$ cat src/design/smcsr_pkg.sv
// shared types, widths and codes for the sparse matrix csr store
package smcsr_pkg;

    // default sizing
    localparam int MAX_ROWS_DEF = 64;
    localparam int MAX_COLS_DEF = 1024;
    localparam int CAPACITY_DEF = 256;

    // fixed field widths
    localparam int ROW_W    = 6;
    localparam int COL_W    = 10;
    localparam int VAL_W    = 32;
    localparam int STAT_W   = 2;
    localparam int ROWCNT_W = 7;
    localparam int COLCNT_W = 11;
    localparam int APB_AW   = 3;
    localparam int APB_DW   = 32;

    // register reset values
    localparam logic [ROWCNT_W-1:0] ROW_COUNT_RST    = 7'd64;
    localparam logic [COLCNT_W-1:0] COLUMN_COUNT_RST = 11'd1024;

    // register index codes, taken from paddr bit 2
    localparam logic REG_ROW_COUNT    = 1'b0;
    localparam logic REG_COLUMN_COUNT = 1'b1;

    // opcodes
    localparam logic OP_READ  = 1'b0;
    localparam logic OP_WRITE = 1'b1;

    // result status codes
    localparam logic [STAT_W-1:0] ST_OK    = 2'd0;
    localparam logic [STAT_W-1:0] ST_RANGE = 2'd1;
    localparam logic [STAT_W-1:0] ST_FULL  = 2'd2;

    // one stored entry
    typedef struct packed {
        logic [COL_W-1:0] col;
        logic [VAL_W-1:0] val;
    } t_entry;

    // controller to datapath commands
    typedef struct packed {
        logic              ld_item;
        logic              rs_rd_lo;
        logic              rs_rd_hi;
        logic              lat_lo;
        logic              lat_hi;
        logic              ent_rd_scan;
        logic              ent_wr_upd;
        logic              shift_init;
        logic              ent_rd_mv;
        logic              ent_wr_mv;
        logic              ent_wr_new;
        logic              rsup_init;
        logic              rs_rd_sweep;
        logic              rs_wr;
        logic              res_set;
        logic [STAT_W-1:0] res_code;
        logic              res_from_ent;
        logic              out_load;
    } t_cmd;

    // datapath to controller status
    typedef struct packed {
        logic in_range;
        logic is_write;
        logic match;
        logic ek_lt_hi;
        logic full;
        logic ek_gt_pos;
        logic rk_le_max;
        logic out_free;
    } t_stat;

endpackage

$ cat src/design/smcsr_ctrl.sv
// controller state machine for the sparse matrix csr store
module smcsr_ctrl (
    input  logic             i_clk,
    input  logic             i_rst_n,
    input  logic             i_valid,
    output logic             o_stall,
    input  smcsr_pkg::t_stat i_stat,
    output smcsr_pkg::t_cmd  o_cmd
);

    localparam logic [3:0] S_IDLE  = 4'd0;
    localparam logic [3:0] S_CHECK = 4'd1;
    localparam logic [3:0] S_RS1   = 4'd2;
    localparam logic [3:0] S_RS2   = 4'd3;
    localparam logic [3:0] S_SCAN  = 4'd4;
    localparam logic [3:0] S_MISS  = 4'd5;
    localparam logic [3:0] S_SHIFT = 4'd6;
    localparam logic [3:0] S_RSUP  = 4'd7;
    localparam logic [3:0] S_DONE  = 4'd8;

    logic [3:0] r_state;
    logic [3:0] n_state;
    logic       r_pend;
    logic       n_pend;

    assign o_stall = (r_state != S_IDLE);

    // next state and commands
    always_comb begin
        o_cmd   = '0;
        n_state = r_state;
        n_pend  = r_pend;
        unique case (r_state)
            S_IDLE: begin
                if (i_valid) begin
                    o_cmd.ld_item = 1'b1;
                    n_state       = S_CHECK;
                end
            end
            S_CHECK: begin
                if (!i_stat.in_range) begin
                    o_cmd.res_set  = 1'b1;
                    o_cmd.res_code = smcsr_pkg::ST_RANGE;
                    n_state        = S_DONE;
                end else begin
                    o_cmd.rs_rd_lo = 1'b1;
                    n_state        = S_RS1;
                end
            end
            S_RS1: begin
                o_cmd.lat_lo   = 1'b1;
                o_cmd.rs_rd_hi = 1'b1;
                n_state        = S_RS2;
            end
            S_RS2: begin
                o_cmd.lat_hi = 1'b1;
                n_pend       = 1'b0;
                n_state      = S_SCAN;
            end
            // one slot read per cycle, each compared in the cycle after its read
            S_SCAN: begin
                if (r_pend && i_stat.match) begin
                    o_cmd.res_set      = 1'b1;
                    o_cmd.res_code     = smcsr_pkg::ST_OK;
                    o_cmd.res_from_ent = 1'b1;
                    o_cmd.ent_wr_upd   = i_stat.is_write;
                    n_pend             = 1'b0;
                    n_state            = S_DONE;
                end else if (i_stat.ek_lt_hi) begin
                    o_cmd.ent_rd_scan = 1'b1;
                    n_pend            = 1'b1;
                end else begin
                    n_pend  = 1'b0;
                    n_state = S_MISS;
                end
            end
            S_MISS: begin
                if (!i_stat.is_write) begin
                    o_cmd.res_set  = 1'b1;
                    o_cmd.res_code = smcsr_pkg::ST_OK;
                    n_state        = S_DONE;
                end else if (i_stat.full) begin
                    o_cmd.res_set  = 1'b1;
                    o_cmd.res_code = smcsr_pkg::ST_FULL;
                    n_state        = S_DONE;
                end else begin
                    o_cmd.shift_init = 1'b1;
                    n_pend           = 1'b0;
                    n_state          = S_SHIFT;
                end
            end
            // move entries up one slot, top down, then drop in the new one
            S_SHIFT: begin
                o_cmd.ent_wr_mv = r_pend;
                if (i_stat.ek_gt_pos) begin
                    o_cmd.ent_rd_mv = 1'b1;
                    n_pend          = 1'b1;
                end else if (r_pend) begin
                    n_pend = 1'b0;
                end else begin
                    o_cmd.ent_wr_new = 1'b1;
                    o_cmd.rsup_init  = 1'b1;
                    n_state          = S_RSUP;
                end
            end
            // bump every later row start
            S_RSUP: begin
                o_cmd.rs_wr = r_pend;
                if (i_stat.rk_le_max) begin
                    o_cmd.rs_rd_sweep = 1'b1;
                    n_pend            = 1'b1;
                end else if (r_pend) begin
                    n_pend = 1'b0;
                end else begin
                    o_cmd.res_set  = 1'b1;
                    o_cmd.res_code = smcsr_pkg::ST_OK;
                    n_state        = S_DONE;
                end
            end
            S_DONE: begin
                if (i_stat.out_free) begin
                    o_cmd.out_load = 1'b1;
                    n_state        = S_IDLE;
                end
            end
            default: begin
                n_state = S_IDLE;
                n_pend  = 1'b0;
            end
        endcase
    end

    // state registers
    always_ff @(posedge i_clk) begin
        if (!i_rst_n) begin
            r_state <= S_IDLE;
            r_pend  <= 1'b0;
        end else begin
            r_state <= n_state;
            r_pend  <= n_pend;
        end
    end

endmodule

$ cat config.mk
export PLATFORM = sky130hd
export DESIGN_NAME = smcsr_ctrl
export DESIGN_NICKNAME = d
export VERILOG_FILES = /design/src/design/smcsr_pkg.sv /design/src/design/smcsr_ctrl.sv
export SDC_FILE = /design/constraint.sdc
export NUM_CORES = 1
export LEC_CHECK = 0
export BUFFER_PORTS_ARGS = -buffer_cell sky130_fd_sc_hd__buf_4
export CORE_AREA = 5 5 52 54
export DETAILED_ROUTE_END_ITERATION = 10
export DIE_AREA = 0 0 57 59
export GPL_ROUTABILITY_DRIVEN = 1
export PLACE_DENSITY_LB_ADDON = 0.2
export SLEW_MARGIN = 0
export SYNTH_ARGS = -nofsm -noshare
export SYNTH_HDL_FRONTEND = slang
export SYNTH_SLANG_ARGS = --single-unit
$ cat constraint.sdc
create_clock -name i_clk -period 3.24 [get_ports i_clk]
set_clock_uncertainty 0.15 [all_clocks]
set_input_delay 0.162 -clock i_clk [delete_from_list [all_inputs] [get_ports i_clk]]
set_output_delay 0.162 -clock i_clk [all_outputs]
set_load 0.05 [all_outputs]
==> metrics.md <==
| Metric | Value |
|---|---|
| Vias | `712` |
| Critical Path Sink Type | `output pin` |
| Ys flop type | `dfxtp_1` |
| First-pass GRT wire length | `3.008 mm` |
| Synth Net Count | `94` |
| Final worst path period need | `2345 ps` |
| Wire per inst | `14.20 um` |
| Antenna violations before repair | `0` |
| DRT Pass-1 Iters | `4` |
| CP Capture Point | `o_cmd[4]` |
| CP Max Fanout | `13` |
| Worst VDD drop | `0.5124 mV` |
| WHS | `32.21 ps` |
| YS warnings | `0` |
| Syn avg cell area | `7.447 sq um` |
| Routability cong. | `0.8232` |
| Htree depth | `1` |
| Fmax | `426.4 MHz` |
| Largest net degree at the start of global routing | `21` |
| Initial DRC Count | `15` |
| Setup TNS | `0 ps` |
| Fin nets | `117` |
| Post-Syn Area | `618.1 sq um` |
| Slew margin rel. | `57.99%` |
| Worst Setup SP | `r_state[0]$_SDFFE_PN0P_` |
| Outcome | `finished, final reports clean` |
| Startpoint types | `flip-flop` |
| Yosys reg bits | `5` |
| HP Class | `input pin to flip-flop` |
| Worst EP arrival | `2030 ps` |
| Tcrit/Tclk final | `72.38%` |
| TritonCTS Buffers | `3` |
| Reg-to-Reg End | `r_state[1]$_SDFFE_PN0P_` |
| Die Area | `0.003363 sq mm` |
| Lkg Pwr | `0.3539 nW` |
| Pwr per Cell Area | `854.2 mW/mm^2` |
| Most common cell after layout, fill and taps aside | `buf_4` |
| Most frequent cells in the layout | `buf_4, nor2_1, nand2_1, nand3_1, dfxtp_1` |
| Clock sinks | `5` |
| Clock latency on the worst-skew pair | `250 ps` |
| HPWL Detailed | `1.487 mm` |
| Cts repair resizes | `0` |
| GR Overflow Total | `0` |
| Data required, critical path | `2930 ps` |
| Layout Cells excl Fill | `133` |
| Initial Utilization | `28.49%` |
| Max Cap Viol | `0` |
| GRT Total Usage | `11.13%` |
| DR DRC count | `0` |
| Number of global-route vias before repair | `640` |
| Ys async rst share | `0%` |
| Port Buffer Count | `30` |
| Hold buffer count at CTS | `0` |
| Die height | `59 um` |
| Final hold violation count | `0` |
| Max clock buf depth | `2` |
| Final wirelength | `1.889 mm` |
| Post-synth EDFFs | `0` |
| CTS tree | `built` |
| Core area | `0.002170 sq mm` |
| Unique cell type count in the Yosys netlist | `36` |
| Area growth from synthesis to layout | `34.62%` |
| Slew Viols, Final | `0` |
| Via density | `5.353` |
| Sequential area share after synthesis | `16.19%` |
| IO Pins | `31` |
| CTS clk-pin slew, worst paths | `50 ps` |
| N_diodes | `0` |
| Placed Instances | `129` |
| Layout cells sized above 1 | `37.14%` |
| FF-to-FF path depth | `4` |
| Setup CP Type | `flip-flop to output pin` |
| Synth Instances | `83` |
| Routed Antenna Nets | `0` |
| Worst R2R Start | `r_state[1]$_SDFFE_PN0P_` |
| Final number of setup-violating endpoints | `0` |
| RSZ-0062 raised after global routing | `false` |
| CTS root buffer | `clkbuf_4` |
| Setup Fix Bufs, Post-CTS | `0` |
| FF-to-FF setup slack | `1230 ps` |
| Util after Layout | `38.35%` |
| # rows | `17` |
| Die X | `57 um` |
| Worst Tran Pin Value | `629.4 ps` |
-- per-layer routing --
metal / share of wire (%) / track usage (%) / routed length, um
met5: 0 / 0 / 0
met1: 41 / 12.81 / 775
met3: 7.8 / 3.486 / 147
met4: 0.53 / 4.636 / 10
met2: 51 / 19.09 / 955
-- worst min-delay path by stage --
stage / slack (ps) / end / cells past startpoint / startpoint
global placement: 290 / r_state[3]$_SDFFE_PN0P_ / 2 / i_rst_n
finish: 30 / r_state[3]$_SDFFE_PN0P_ / 2 / i_rst_n
floorplan: 270 / r_state[2]$_SDFFE_PN0P_ / 3 / i_stat[5]
CTS: 30 / r_state[3]$_SDFFE_PN0P_ / 2 / i_rst_n
global route: 50 / r_state[3]$_SDFFE_PN0P_ / 2 / i_rst_n
detailed placement: 290 / r_state[3]$_SDFFE_PN0P_ / 2 / i_rst_n
-- cell families (layout without fill, tap and decap cells) --
family	after synthesis	after routing	synth area share [%]
DFF	5	5	16.19
and+or+nand+nor	44	44	39.27
AOI/OAI and AO/OA	16	16	24.70
buffers and inverters	14	36	13.16
adders and majority gates	1	1	1.619
muxes	3	3	5.061
-- layout make-up --
type                            count  area (sq um)
Fill cell                         256          1338
Multi-Input combinational cell     64         436.7
Timing Repair Buffer               30         225.2
Sequential cell                     5         100.1
Tap cell                           28         35.03
Clock buffer                        3         22.52
Inverter                            2         7.507
Clock inverter                      1         5.005
-- report_power, final --
group | leakage (nW) | internal (W) | switching [W] | total, W
Clock | 0.0177 | 0.0000448 | 0.0000286 | 0.0000735
Combinational | 0.295 | 0.000164 | 0.000304 | 0.000467
Sequential | 0.0410 | 0.0000835 | 0.0000864 | 0.000170
-- cell usage after synthesis, types with 2 or more instances --
cell | instances | area, sq um
a21oi_1 | 4 | 20.02
buf_1 | 2 | 7.510
nor4_1 | 3 | 18.77
mux2i_1 | 2 | 20.02
o2bb2ai_1 | 2 | 17.52
nor2b_1 | 2 | 12.51
nand2_1 | 7 | 26.28
buf_4 | 4 | 30.03
nor2_1 | 11 | 41.29
nor3_1 | 3 | 15.01
dfxtp_1 | 5 | 100.1
a2111oi_4 | 2 | 55.05
nand2b_1 | 2 | 12.51
a211oi_1 | 2 | 15.01
nor4b_1 | 2 | 17.52
buf_2 | 5 | 25.02
nand3_1 | 5 | 25.02
inv_1 | 2 | 7.510
-- state kept, by name, indices dropped and copies added, names as in the netlist --
name / flops
r_state: 4
r_pend: 1
-- worst max-delay path: stages (launching register included) --
cell and delay, ps:
dfxtp_1 610, nand2b_1 340, nor4_1 420, a211o_1 200, buf_4 210
-- through the flow --
step / cell area (sq um) / power (W) / setup WS, ps
6_report: 832.0 / 0.0007108 / 895.0
5_1_grt: 832.0 / 0.0007573 / 831.9
4_1_cts: 832.0 / 0.0007174 / 887.3
3_5_place_dp: 804.5 / 0.0006424 / 1158
3_3_place_gp: 804.5 / 0.0006351 / 1149
2_1_floorplan: 618.1 / 0.0005486 / 262.7
Power figures use the tool's default switching activity.
